==> src/csm_pkg.sv <==
package csm_pkg;

    // window depth and channel layout
    localparam int WINDOW     = 15;
    localparam int CORNERS    = 4;
    localparam int CHANNELS   = 2 * CORNERS;
    localparam int COORD_W    = 16;
    localparam int COUNT_IN_W = 3;

    // rank counters hold 0..WINDOW, step counter 0..WINDOW-1
    localparam int CNT_W  = $clog2(WINDOW + 1);
    localparam int STEP_W = $clog2(WINDOW);

    // sorted positions of the two middle entries (equal for odd WINDOW)
    localparam int RANK_LO = (WINDOW - 1) / 2;
    localparam int RANK_HI = WINDOW / 2;

    localparam int IN_TDATA_W  = ((COUNT_IN_W + CHANNELS * COORD_W + 7) / 8) * 8;
    localparam int OUT_TDATA_W = ((CHANNELS * COORD_W + 7) / 8) * 8;

    typedef logic [CHANNELS-1:0][COORD_W-1:0] chan_vec_t;
    typedef logic [CHANNELS-1:0][CNT_W-1:0]   chan_cnt_t;

    typedef struct packed {
        logic load;   // shift in a new beat, restart ranking
        logic count;  // one rank compare step, probes move on
    } cell_ctrl_t;

    typedef struct packed {
        logic [CHANNELS-1:0] lo;  // entry sits at sorted position RANK_LO
        logic [CHANNELS-1:0] hi;  // entry sits at sorted position RANK_HI
    } cell_match_t;

endpackage

==> src/csm_cell.sv <==
module csm_cell (
    input  logic                  aclk,
    input  logic                  aresetn,
    input  csm_pkg::cell_ctrl_t   ctrl,
    input  logic [csm_pkg::CHANNELS-1:0] wr_mask,
    input  csm_pkg::chan_vec_t    wr_data,
    input  csm_pkg::chan_vec_t    prev_value,
    input  csm_pkg::chan_vec_t    prev_probe,
    output csm_pkg::chan_vec_t    value,
    output csm_pkg::chan_vec_t    probe,
    output csm_pkg::cell_match_t  match
);

    csm_pkg::chan_vec_t value_reg, value_next;
    csm_pkg::chan_vec_t probe_reg, probe_next;
    csm_pkg::chan_cnt_t lt_reg, lt_next;
    csm_pkg::chan_cnt_t le_reg, le_next;

    always_comb begin
        value_next = value_reg;
        probe_next = probe_reg;
        lt_next    = lt_reg;
        le_next    = le_reg;
        for (int c = 0; c < csm_pkg::CHANNELS; c++) begin
            if (ctrl.load) begin
                value_next[c] = wr_mask[c] ? wr_data[c] : prev_value[c];
                probe_next[c] = value_next[c];
                lt_next[c]    = '0;
                le_next[c]    = '0;
            end else if (ctrl.count) begin
                lt_next[c]    = lt_reg[c]
                              + csm_pkg::CNT_W'(probe_reg[c] < value_reg[c]);
                le_next[c]    = le_reg[c]
                              + csm_pkg::CNT_W'(probe_reg[c] <= value_reg[c]);
                probe_next[c] = prev_probe[c];
            end
        end
    end

    // entry is the k-th smallest iff lt <= k < le
    always_comb begin
        for (int c = 0; c < csm_pkg::CHANNELS; c++) begin
            match.lo[c] = (lt_reg[c] <= csm_pkg::CNT_W'(csm_pkg::RANK_LO))
                       && (csm_pkg::CNT_W'(csm_pkg::RANK_LO) < le_reg[c]);
            match.hi[c] = (lt_reg[c] <= csm_pkg::CNT_W'(csm_pkg::RANK_HI))
                       && (csm_pkg::CNT_W'(csm_pkg::RANK_HI) < le_reg[c]);
        end
    end

    always_ff @(posedge aclk) begin
        if (!aresetn) begin
            value_reg <= '0;
        end else begin
            value_reg <= value_next;
        end
    end

    always_ff @(posedge aclk) begin
        probe_reg <= probe_next;
        lt_reg    <= lt_next;
        le_reg    <= le_next;
    end

    assign value = value_reg;
    assign probe = probe_reg;

endmodule

==> config.mk <==
export PLATFORM = sky130hd
export DESIGN_NAME = csm_cell
export DESIGN_NICKNAME = d
export VERILOG_FILES = /design/src/csm_pkg.sv /design/src/csm_cell.sv
export SDC_FILE = /design/constraint.sdc
export NUM_CORES = 1
export LEC_CHECK = 0
export ABC_AREA = 0
export BUFFER_PORTS_ARGS = -buffer_cell sky130_fd_sc_hd__buf_2
export CORE_AREA = 5 5 254 256
export DETAILED_ROUTE_END_ITERATION = 12
export DIE_AREA = 0 0 259 261
export PLACE_DENSITY_LB_ADDON = 0.2
export SLEW_MARGIN = 20
export SYNTH_ARGS = -nofsm -noshare
export SYNTH_HDL_FRONTEND = slang
export SYNTH_SLANG_ARGS = --single-unit
==> constraint.sdc <==
create_clock -name aclk -period 3.7 [get_ports aclk]
set_input_delay 0.74 -clock aclk [delete_from_list [all_inputs] [get_ports aclk]]
set_output_delay 0.74 -clock aclk [all_outputs]
set_load 0.02 [all_outputs]
# --- After elaboration in Yosys (flattened, before gate mapping) ---
# Index checks and enable logic that the tools add are counted.
totals:
  register_bits: 320
  output_inout_bits: 272
  word_cells: 113
classes:
  add_sub_neg: 16
  n_lt_le_gt_ge: 32
  muxes: 24
  reduce_logical: 9
ops:
  columns: ["cell", "n"]
  rows:
  - ["$mux W16", 24]
  - ["$le A16 B16 Y1", 8]
  - ["$lt A16 B16 Y1", 8]
  - ["$add A4 B1 Y4", 16]
  - ["$le A4 B3 Y1 const B", 8]
  - ["$lt A3 B4 Y1 const A", 8]
  - ["$logic_and A1 B1 Y1", 8]
  - ["$reduce_bool A2 Y1", 1]

# --- Longest topological paths before layout ---
# Gate-level depths: netlist of run 1.
depth:
  ltp_word: 2
  ltp_mapped: 12

# --- Least setup slack after synthesis of run 1 ---
# No wires, ideal clock.
synth_path:
  path_type: "in2reg"
  start: "in ctrl[0] in the netlist's numbering"
  end: "reg probe_reg (netlist bit probe[0]) (enable)"
  setup_time_ns: 0.433
  arrival_ns: 2.898
  slack_ns: 0.369
  cell_stages: 3
  path_cell_list: "clkbuf_1 > buf_2 > or2_2"
synth_between:
  elab_chain_len: 1
synth_rtl:
  columns: ["item", "line_no", "rtl"]
  rows:
  - ["start: declaration", "csm_cell.sv:4", "input csm_pkg::cell_ctrl_t ctrl,"]
  - ["$reduce_bool A2 Y1 (no line)", null, null]
  - ["end signal: assignment", "csm_cell.sv:59", "probe_reg <= probe_next;"]
  - ["end: declaration", "csm_cell.sv:15", "csm_pkg::chan_vec_t probe_reg, probe_next;"]
# Every way passes these cells.
# A chain may end at the register's enable or synchronous reset.

# --- Worst setup path in the final report of run 1 ---
layout_path:
  start: "reg probe_reg (netlist bit probe[1])"
  end: "reg le_reg[2] in the netlist's numbering"
layout_between:
  elab_chain_len: 2
layout_rtl:
  columns: ["item", "line_no", "rtl"]
  rows:
  - ["$le A16 B16 Y1", "csm_cell.sv:34", "+ csm_pkg::CNT_W'(probe_reg[c] <= value_reg[c]);"]
  - ["$add A4 B1 Y4", "csm_cell.sv:34", null]
  - ["end signal: assignment", "csm_cell.sv:61", "le_reg <= le_next;"]
  - ["end: declaration", "csm_cell.sv:17", "csm_pkg::chan_cnt_t le_reg, le_next;"]
# Every way passes these cells.

==> results of run 1 <==
## area by class of cell
cell class	count	area, µm²	area share
multi-input combinational	1174	7990	0.363
sequential	320	7690	0.349
timing repair buffer	679	3520	0.160
clock buffer	61	1180	0.0537
tap	846	1060	0.0481
inverter	128	480	0.0218
clock inverter	12	87.6	0.00398
antenna	1	2.50	0.000114
## through the flow
stage	setup slack [ns]	cell area, µm²	total power [µW]	hold slack [ns]	util
2_1_floorplan	0.369	16600	5650	0.467	-
3_3_place_gp	1.21	20700	6520	0.480	0.333
3_5_place_dp	1.17	20700	6560	0.491	0.333
4_1_cts	1.15	22000	10400	0.467	0.353
5_1_grt	0.970	22000	10800	0.497	0.353
6_report	1.18	22000	10200	0.499	0.353
## cell usage after synthesis
cell	number	area share
nor2_1	199	0.045
nand3_1	3	0.00090
mux2i_1	160	0.096
ha_1	160	0.12
nand2b_2	2	0.0011
a311oi_1	1	0.00053
nand4_1	43	0.016
nand4_2	6	0.0045
o211ai_1	8	0.0036
nor4_1	8	0.0030
a21o_1	1	0.00045
a21oi_1	318	0.096
buf_2	29	0.0087
edfxtp_1	128	0.23
a2111o_1	7	0.0047
xor2_1	32	0.017
nand2b_1	5	0.0019
buf_4	8	0.0036
nor2b_1	15	0.0056
or2_2	1	0.00038
inv_1	128	0.029
a2111oi_1	1	0.00060
nor2b_2	1	0.00053
clkbuf_1	62	0.014
buf_1	10	0.0023
or2_1	8	0.0030
o21ai_0	149	0.045
dfxtp_1	192	0.23
nand2_1	38	0.0086
and3_4	7	0.0047
nor4b_2	1	0.00090
## worst register-to-register path: cells and delay by family, from the launching register on
kind | cells | cell delay (ns)
AND/OR/NAND/NOR | 5 | 0.66
XOR/XNOR | 1 | 0.15
flip-flops | 1 | 0.41
adder cells (fa/ha/maj) | 3 | 0.69
AO/OA/AOI/OAI | 2 | 0.47
## where the power goes
group / total (µW) / switching, µW / internal, µW / leakage, µW
combinational: 2220 / 1350 / 876 / 0.00677
sequential: 4230 / 204 / 4020 / 0.00287
clock: 3790 / 1520 / 2270 / 0.000623
total: 10200 / 3070 / 7170 / 0.0103
## logic make-up after synthesis
logic type | after synthesis
adder cells (fa/ha/maj) | 160
buffers and inverters | 237
XOR/XNOR | 32
AND/OR/NAND/NOR | 337
flip-flops | 320
multiplexers | 160
AO/OA/AOI/OAI | 485
## worst paths after layout
check / depth (start not counted) / slack, ns / start / end
max reg2reg: 11 / 1.18 / probe[1] / le_reg[2]
min: 2 / 0.50 / le_reg[12] / le_reg[12]
max: 11 / 1.18 / probe[1] / le_reg[2]
min reg2reg: 2 / 0.50 / le_reg[12] / le_reg[12]
## layer usage
metal  track usage  vias to the layer above  part of all wire
met1         0.167                     6818              0.39
li1              -                     7369                 -
met4        0.0459                        2             0.025
met2         0.277                      409              0.52
met5             0                        -           0.00018
met3        0.0383                       84             0.066
==> metrics.md, run 1 <==
| Metric | Value |
|---|---|
| P_leak | ~0.010 µW |
| Cells along the critical path | ha_1, nor2b_1, o211ai_1, a2111o_1, and3_4, or2_1, ha_1, ha_1, nand2_1, xor2_1, nor2_1 |
| Post-DP HPWL | 42,600 µm |
| TritonCTS clock tree | done |
| Number of placed instances with taps included | 3,147 |
| Period utilization | 0.681 |
| Sequential fraction of the synthesis area | 0.462 |
| Number of max-slew violations in the final report | 0 |
| Area fraction in compound gates after synthesis | 0.150 |
| Number of distinct library cells after synthesis | 31 |
| Sink Count | 320 |
| Top fanout value on the critical path | 2 |
| Result of the run | complete, no violations |
| Setup clock skew after layout | 0.0145 ns |
| Post-synthesis share of cell area spent on and, or, nand and nor gates | 0.0962 |
| Standard cell core area | a little over 60,000 µm² |
| Max-capacitance violation count | 0 |
| Worst path buffer plus inverter count | 0 |
| Root buffer selected by CTS | clkbuf_16 |
| Number of antenna violations at the first check in global routing | 2 |
| Power density over the cells | ~470 nW/µm² |
| Count of instances resized after the clock tree is built | 0 |
| IO Pins | roughly 670 |
| Worst slew pin tran | 0.724 ns |
| Critical path type | reg -> reg |
| Sum of routed wire length over all layers | 54,400 µm |
| Highest clock rate | 397 MHz |
| Most common library cell in the layout ignoring fill and taps | buf_2 |
| Initial drt markers | 611 |
| X dimension of the die | between 200 and 300 µm |
| Avg Synthesized Cell Area | 9.61 µm² |
| Post-CTS Setup Bufs | 0 |
| Remaining routing DRC violations | 0 |
| Total via count after detailed routing | between 10,000 and 15,000 |
| Most used cell along the critical path | ha_1 |
| Average wire per cell in the routed design | 16.9 µm |
| GRT Overall Usage | 0.149 |
| Data required time of the worst path | 4.10 ns |
| Residual overflow from global routing | 0 |
| Max-Slew Margin vs Limit | 0.517 |
| Via count of the first global-routing pass | 14,900 |
| Area Growth Syn to Fin | 32.3% |
| Mean number of vias per cell | 4.56 |
| Leading cell types in the layout, fill and taps excluded | buf_2 (664), a21oi_1 (318), nor2_1 (199) |
| Combinational family with the most area after synthesis | compound AO/OA/AOI/OAI gates |
| Number of nets in the final layout | 2,900 |
| Length of the first detailed-routing pass in iterations | 6 |
| Xor/xnor cell area share of the yosys netlist | 0.0169 |
| Reg clk slew, reported paths | roughly 0.060 ns |
| Wire length of the first global-routing pass | approximately 80,000 µm |
| Count of standard-cell rows | 92 |
| Slowest library cell on the worst path | edfxtp_1 |
| Longest individual stage delay on the worst path | 0.41 ns |
| Non-Filler Instances | about 3,200 |
| Shortest clock period the worst path allows after layout | 2.52 ns |
| Hold Path Class | reg -> reg |
| Element type at the critical path start | register |
| Clock network latency to the later pin of the worst-skew pair | roughly 0.54 ns |
| Summed instance area of the synthesized netlist | 16,600 µm² |
| Post-synthesis share of cell area spent on full adders, half adders and majority gates | 0.120 |
| Clock buffer count from CTS | 41 |
| Cell type group with the largest total delay on the critical path | adder cells |
| Number of synthesized register bits | between 300 and 400 |
| FILL cells | around 6,500 |
| Worst endpoint data arrival time | 2.92 ns |
| Y dimension of the die | 261 µm |
| Count of port buffers added during placement | 667 |
| Yosys warning count | 0 |
| Die Footprint | roughly 68,000 µm² |
| Net count of the mapped netlist | 2,287 |
| Buffer depth of the longest clock path | 3 |
| Setup tns final | 0 ns |
| Pin count of the biggest net entering global routing | 141 |
| Number of levels in the clock H-tree | 2 |
| Antenna Violating Nets Remaining | 0 |
| Setup repair after global routing missed its margin | false |
| Maximum VDD drop | roughly 0.25 mV |
| Kind of capture point of the worst setup path | register |
| # setup viols final | 0 |
| Proportion of layout cells with a drive suffix above 1 | 0.318 |
| Hold violation count in the final report | 0 |
| Number of instances in the synthesized netlist | 1,731 |
| Gpl congestion | 0.843 |
| Total of hold buffers inserted after clock tree synthesis | 0 |
| Starting utilization of the core area | 0.267 |
| Multiplexer share of the synthesized area | 0.0963 |
Note: power is estimated with default switching activity, not from simulation.
==> run 2, diff against run 1 <==
ABC_AREA = 1   (was 0)
clock period = 2.4 ns   (was 3.7 ns; I/O delays follow)
==> run 2 against run 1 <==
  * Hold slack got worse by 0.30 ns
  * Clock power rose by 65%
  * Power up 58%
  * Synthesized cell count up 26%
  * Sequential cell count did not move
  * Fmax is 16% higher
  * Synthesized area grew 2.0%
  * Sequential share of layout area decreased by 0.94 points
  * Utilization grew 0.97 points
==> metrics.md, run 2 <==
| Metric | Value |
|---|---|
| Shortest clock period the worst path allows after layout | 2.16 ns (-0.356 ns) |
| # setup viols final | 0 (unchanged) |
| Average wire per cell in the routed design | 16.0 µm (-5.4%) |
| Y dimension of the die | 261 µm (unchanged) |
| Number of instances in the synthesized netlist | 2,182 (+26%) |
| Result of the run | complete, no violations |
| Number of cell instances on the worst register-to-register path | 12 (+1) |
| Standard cell core area | 62,300 µm² (unchanged) |
| Reg clk slew, reported paths | 0.06 ns (about the same) |
| Antenna Violating Nets Remaining | 0 (unchanged) |
| Element type at the critical path start | register |
| Number of max-slew violations in the final report | 0 (unchanged) |
| Power density over the cells | 715 nW/µm² (+54%) |
| Mean number of vias per cell | 4.40 (-3.5%) |
| Number of nets in the final layout | 3,383 (+17%) |
| Proportion of layout cells with a drive suffix above 1 | 0.271 (-0.0466) |
| Final standard cell utilization of the core | 0.363 (+0.00975) |
| Top fanout value on the critical path | 2 (unchanged) |
| Root buffer selected by CTS | clkbuf_16 |
| Summed instance area of the synthesized netlist | 17,000 µm² (+2.0%) |
| Period utilization | 0.902 (+0.220) |
| Area Growth Syn to Fin | 33.3% |
| P_leak | 0.0111 µW (+8.0%) |
| Gpl congestion | 0.877 (+4.0%) |
| Sum of routed wire length over all layers | 59,200 µm (+8.9%) |
| Number of synthesized register bits | 320 (unchanged) |
| Number of levels in the clock H-tree | 2 (unchanged) |
| Post-synth top area cell | dfxtp_1 |
| Die Footprint | 67,600 µm² (unchanged) |
| Number of antenna violations at the first check in global routing | 1 (-1) |
| IO Pins | 668 (unchanged) |
| Sequential fraction of the synthesis area | 0.453 (-0.00924) |
| Post-CTS Setup Bufs | 0 (unchanged) |
| Tot Pwr | 16,200 µW (+58%) |
| Primary FF master, synth | dfxtp_1 |
| Count of standard-cell rows | 92 (unchanged) |
| Wire length of the first global-routing pass | 88,300 µm (+8.6%) |
| Leading cell types in the layout, fill and taps excluded | buf_2 (667), nand2_1 (553), nor2_1 (358) |
| GRT Overall Usage | 0.162 (+0.0135) |
| Top cells by count, synth | nand2_1 (554), nor2_1 (359), inv_1 (227), a21oi_1 (200), dfxtp_1 (192) |
| Pin count of the biggest net entering global routing | 69 (-51%) |
| Kind of capture point of the worst setup path | register |
| Max-Slew Margin vs Limit | 0.572 (+0.0550) |
| Remaining routing DRC violations | 0 (unchanged) |
| Maximum VDD drop | 0.397 mV (+57%) |
| Count of port buffers added during placement | 667 (unchanged) |
| Buffer depth of the longest clock path | 3 (unchanged) |
| Net count of the mapped netlist | 2,738 (+20%) |
| Setup repair after global routing missed its margin | false |
| Data required time of the worst path | 2.79 ns (-1.31 ns) |
| Share of synthesized flip-flops with an asynchronous set or reset | 0 (unchanged) |
| Synth top area cells | dfxtp_1 (23%), edfxtp_1 (23%), nand2_1 (12%) |
| Length of the first detailed-routing pass in iterations | 5 (-1) |
| Highest clock rate | 462 MHz (+16%) |
| Clock buffer count from CTS | 42 (+2.4%) |
| Worst endpoint data arrival time | 2.56 ns (-0.36 ns) |
| Hold Path Class | in -> reg |
| Critical path type | reg -> reg |
| X dimension of the die | 259 µm (unchanged) |
| Starting utilization of the core area | 0.272 (+0.00544) |
| Post-DP HPWL | 46,600 µm (+9.5%) |
| Share of the synthesized area in the top cell type | 0.227 (-0.00462) |
| Most common library cell in the layout ignoring fill and taps | buf_2 |
| Number of instances on the worst hold path | 3 (+1) |
| Hold violation count in the final report | 0 (unchanged) |
| Setup clock skew after layout | 0.0131 ns (-0.00138 ns) |
| Worst slew pin tran | 0.641 ns (-0.0832 ns) |
| Sink Count | 320 (unchanged) |
| Via count of the first global-routing pass | 16,100 (+8.1%) |
| Total via count after detailed routing | 16,300 (+11%) |
| Setup slack of the most critical reg-to-reg path | 0.24 ns (-0.94 ns) |
| Most numerous cell in the Yosys netlist | nand2_1 |
| Clock network latency to the later pin of the worst-skew pair | 0.54 ns (about the same) |
| Initial drt markers | 740 (+21%) |
| EDFF count, synth | 128 (unchanged) |
| TritonCTS clock tree | done |
| Yosys warning count | 0 (unchanged) |
| Max-capacitance violation count | 0 (unchanged) |
| Number of distinct library cells after synthesis | 20 (-35%) |
| Setup tns final | 0 ns (unchanged) |
| Residual overflow from global routing | 0 (unchanged) |
| Avg Synthesized Cell Area | 7.78 µm² (-19%) |
run 2: changes by cell type in the layout (fill, tap and decap cells not counted), sizes merged, moves of 9 or more:
cell / previous run / this run
nand2: 38 / 554
mux2i: 160 / 0
nor2: 199 / 359
a21oi: 318 / 200
inv: 128 / 228
o21ai: 149 / 184
buf: 679 / 706
nand4: 49 / 24
nor2b: 16 / 0
xor2: 32 / 16
nand3: 3 / 16
or2: 9 / 0
run 2: cell type report:
class / count / area (µm²)
Inverter: 228 / 871
Timing Repair Buffer: 706 / 3770
Multi-Input combinational cell: 1529 / 7850
Clock inverter: 13 / 145
Fill cell: 6569 / 39700
Clock buffer: 64 / 1230
Tap cell: 846 / 1060
Antenna cell: 1 / 2.50
Sequential cell: 320 / 7690
run 2: path summary, 6_finish.rpt:
path | from | to
hold reg to reg | lt_reg[10] | lt_reg[10]
setup reg to reg | probe[23] | le_reg[5]
setup / recovery | probe[23] | le_reg[5]
hold / removal | prev_probe[105] | probe[105]
run 2: kinds of logic (layout without fill, tap and decap cells):
kind of cell | Yosys count | in the layout | synth area share
XOR/XNOR | 16 | 16 | 0.00826
flip-flops | 320 | 320 | 0.453
AND/OR/NAND/NOR | 961 | 961 | 0.218
buffers and inverters | 333 | 1011 | 0.0860
other | 0 | 1 | 0
AO/OA/AOI/OAI | 392 | 392 | 0.117
adder cells (fa/ha/maj) | 160 | 160 | 0.118
run 2: critical path, cell delays in order, from the launching register on:
cell and delay, ns:
edfxtp_1 0.42, ha_1 0.32, nand2_1 0.07, nor2_1 0.17, nand2_1 0.07, nand2_1 0.07
nand2_1 0.05, nand2_1 0.08, nand2_1 0.06, ha_1 0.20, ha_1 0.28, o21ai_0 0.18
a21oi_1 0.06
run 2: report_power, final:
group | internal (µW) | switching (µW)
sequential | 6180 | 297
combinational | 1280 | 2160
clock | 3780 | 2470
run 2: through the flow:
stage	instances	worst slack [ns]	instance area [µm²]	hold slack, ns
final	3707	0.236	22600	0.199
after global routing	3707	0.0239	22600	0.176
after CTS	3706	0.178	22600	0.142
after detailed placement	3629	0.202	21200	0.454
after global placement	3629	0.227	21200	0.447
after floorplan	2182	0.0261	17000	0.439
run 2: what timing repair did:
item | in CTS | in global routing
hold buffers | 0 | 0
resized for setup | 0 | 2
setup endpoints to repair | 0 | 3
run 2: metal layers:
layer	track usage	vias up	share of wire
met3	0.0345	87	0.061
li1	-	8326	-
met1	0.197	7423	0.42
met2	0.290	462	0.50
met5	0	-	0
met4	0.0488	0	0.027
==> run 3, diff against run 2 <==
CTS_BUF_LIST = sky130_fd_sc_hd__clkbuf_8   (was unset)
clock period = 2.57 ns   (was 2.4 ns; I/O delays follow)
==> run 3 against run 2 <==
  * Routed wire length down 0.22%
  * Clock-buffer cell count up 11
  * Power down 11%
  * Non-clock buffer count down 6
  * Sequential power down 6.6%
  * Fmax down 2.4%
  * Register-to-register slack better by 0.12 ns
  * Hold slack worse by 0.023 ns
  * Global-route usage up 0.11 points
  * Via count up 1.2%
  * Die area unchanged
  * Critical endpoint is now le_reg[25]
  * Largest power group unchanged
==> metrics.md, run 3 (same netlist as run 2, synthesis figures left out) <==
| Metric | Value |
|---|---|
| Standard cell core area | 62,300 µm² (unchanged) |
| IO Pins | 668 (unchanged) |
| Proportion of layout cells with a drive suffix above 1 | 0.273 (+0.00250) |
| P_leak | 0.0111 µW (+0.38%) |
| Via count of the first global-routing pass | 16,300 (+1.4%) |
| Post-place setup slack | 0.367 ns (+0.165 ns) |
| Number of antenna violations at the first check in global routing | 2 (+1) |
| Initial drt markers | 764 (+3.2%) |
| Sink Count | 320 (unchanged) |
| Length of the first detailed-routing pass in iterations | 5 (unchanged) |
| Highest clock rate | 451 MHz (-2.4%) |
| Y dimension of the die | 261 µm (unchanged) |
| Setup clock skew after layout | 0.0306 ns (+0.0174 ns) |
| Pin count of the biggest net entering global routing | 72 (+4.3%) |
| GRT Overall Usage | 0.163 (+0.00105) |
| Die Footprint | 67,600 µm² (unchanged) |
| Total via count after detailed routing | 16,500 (+1.2%) |
| Count of instances resized after the clock tree is built | 0 (unchanged) |
| Area Growth Syn to Fin | 32.2% |
| Buffer depth of the longest clock path | 3 (unchanged) |
| Final standard cell utilization of the core | 0.360 (-0.00279) |
| Count of port buffers added during placement | 667 (unchanged) |
| Maximum VDD drop | 0.364 mV (-8.1%) |
| Number of max-slew violations in the final report | 0 (unchanged) |
| Most common library cell in the layout ignoring fill and taps | buf_2 |
| Shortest clock period the worst path allows after layout | 2.22 ns (+0.0537 ns) |
| Remaining routing DRC violations | 0 (unchanged) |
| Starting utilization of the core area | 0.272 (unchanged) |
| Hold Path Class | in -> reg |
| Cells along the critical path | ha_1, nand2_1, nor3_1, nand2_1, nand2_1, nand2_1, ha_1, ha_1, o21ai_0, a21oi_1 |
| TritonCTS clock tree | done |
| Setup repair after global routing missed its margin | false |
| Number of levels in the clock H-tree | 3 (+1) |
| Element type at the critical path start | register |
| Mean number of vias per cell | 4.40 (+0.18%) |
| Slowest library cell on the worst path | edfxtp_1 |
| Worst path buffer plus inverter count | 0 (unchanged) |
| Period utilization | 0.863 (-0.0387) |
| Most used cell along the critical path | nand2_1 |
| Worst slew pin tran | 0.569 ns (-0.0722 ns) |
| Average wire per cell in the routed design | 15.8 µm (-1.2%) |
| Number of nets in the final layout | 3,401 (+0.53%) |
| Wire length of the first global-routing pass | 88,500 µm (+0.27%) |
| Power density over the cells | 643 nW/µm² (-10%) |
| Sum of routed wire length over all layers | 59,100 µm (-0.22%) |
| Max-capacitance violation count | 0 (unchanged) |
| Count of standard-cell rows | 92 (unchanged) |
| Top fanout value on the critical path | 3 (+1) |
| Post-DP HPWL | 46,400 µm (-0.38%) |
| X dimension of the die | 259 µm (unchanged) |
| Leading cell types in the layout, fill and taps excluded | buf_2 (667), nand2_1 (553), nor2_1 (359) |
| Result of the run | complete, no violations |
| Post-CTS Setup Bufs | 0 (unchanged) |
| FILL cells | 6,653 (+1.3%) |
| Antenna Violating Nets Remaining | 0 (unchanged) |
| Clock network latency to the later pin of the worst-skew pair | 0.61 ns (+0.07 ns) |
| Worst endpoint data arrival time | 2.69 ns (+0.13 ns) |
| Gpl congestion | 0.889 (+1.4%) |
| Longest individual stage delay on the worst path | 0.42 ns (about the same) |
| Residual overflow from global routing | 0 (unchanged) |
| Critical path type | reg -> reg |
| Setup tns final | 0 ns (unchanged) |
| Cell type group with the largest total delay on the critical path | adder cells |
| Hold violation count in the final report | 0 (unchanged) |
| Max-Slew Margin vs Limit | 0.621 (+0.0486) |
| Clock buffer count from CTS | 66 (+57%) |
| Data required time of the worst path | 3.04 ns (+0.25 ns) |
| Root buffer selected by CTS | clkbuf_8 |
| # setup viols final | 0 (unchanged) |
| Kind of capture point of the worst setup path | register |
| Post-route worst setup slack | 0.353 ns (+0.116 ns) |
| Reg clk slew, reported paths | 0.06 ns (about the same) |
| Total of hold buffers inserted after clock tree synthesis | 0 (unchanged) |
run 3: changes by cell type in the layout (fill, tap and decap cells not counted), sizes merged:
| cell | previous run | this run |
|---|---|---|
| clkinvlp | 2 | 3 |
| clkinv | 9 | 11 |
| clkbuf | 64 | 75 |
| diode | 1 | 2 |
| buf | 706 | 700 |
| inv | 228 | 256 |
run 3: path summary, 6_finish.rpt:
check	slack, ns	cells past startpoint	endpoint	start
setup reg to reg	0.35	10	le_reg[25]	probe[111]
hold reg to reg	0.46	2	lt_reg[10]	lt_reg[10]
setup / recovery	0.35	10	le_reg[25]	probe[111]
hold / removal	0.18	3	probe[69]	prev_probe[69]
run 3: cell type report:
cell class,instances,area [µm²],share of cell area
sequential,320,7690,0.343
antenna,2,5.00,0.000223
inverter,228,871,0.0388
multi-input combinational,1529,7840,0.349
timing repair buffer,700,3700,0.165
clock inverter,44,249,0.0111
clock buffer,75,1030,0.0460
tap,846,1060,0.0472
run 3: metal layers:
metal	part of all wire	GRT usage
met1	0.41	0.192
met2	0.51	0.292
met3	0.061	0.0417
met4	0.027	0.0528
met5	0	0
run 3: through the flow:
stage          cell area, µm²  instances  power (µW)  hold WS [ns]
2_1_floorplan           17000       2182        8080         0.439
3_3_place_gp            21200       3623        9350         0.448
3_5_place_dp            21200       3623        9400         0.457
4_1_cts                 22400       3742       14700        0.0923
5_1_grt                 22400       3744       15400         0.113
6_report                22400       3744       14400         0.177
run 3: worst register-to-register path: stages (launching register included):
cell,delay (ns)
edfxtp_1,0.42
ha_1,0.33
nand2_1,0.09
nor3_1,0.31
nand2_1,0.09
nand2_1,0.09
nand2_1,0.07
ha_1,0.20
ha_1,0.27
o21ai_0,0.17
a21oi_1,0.06
run 3: power by group:
group,switching [µW],internal [µW],total [µW]
logic,2020,1190,3200
clock network,2300,2870,5170
registers,279,5770,6050
total,4590,9830,14400
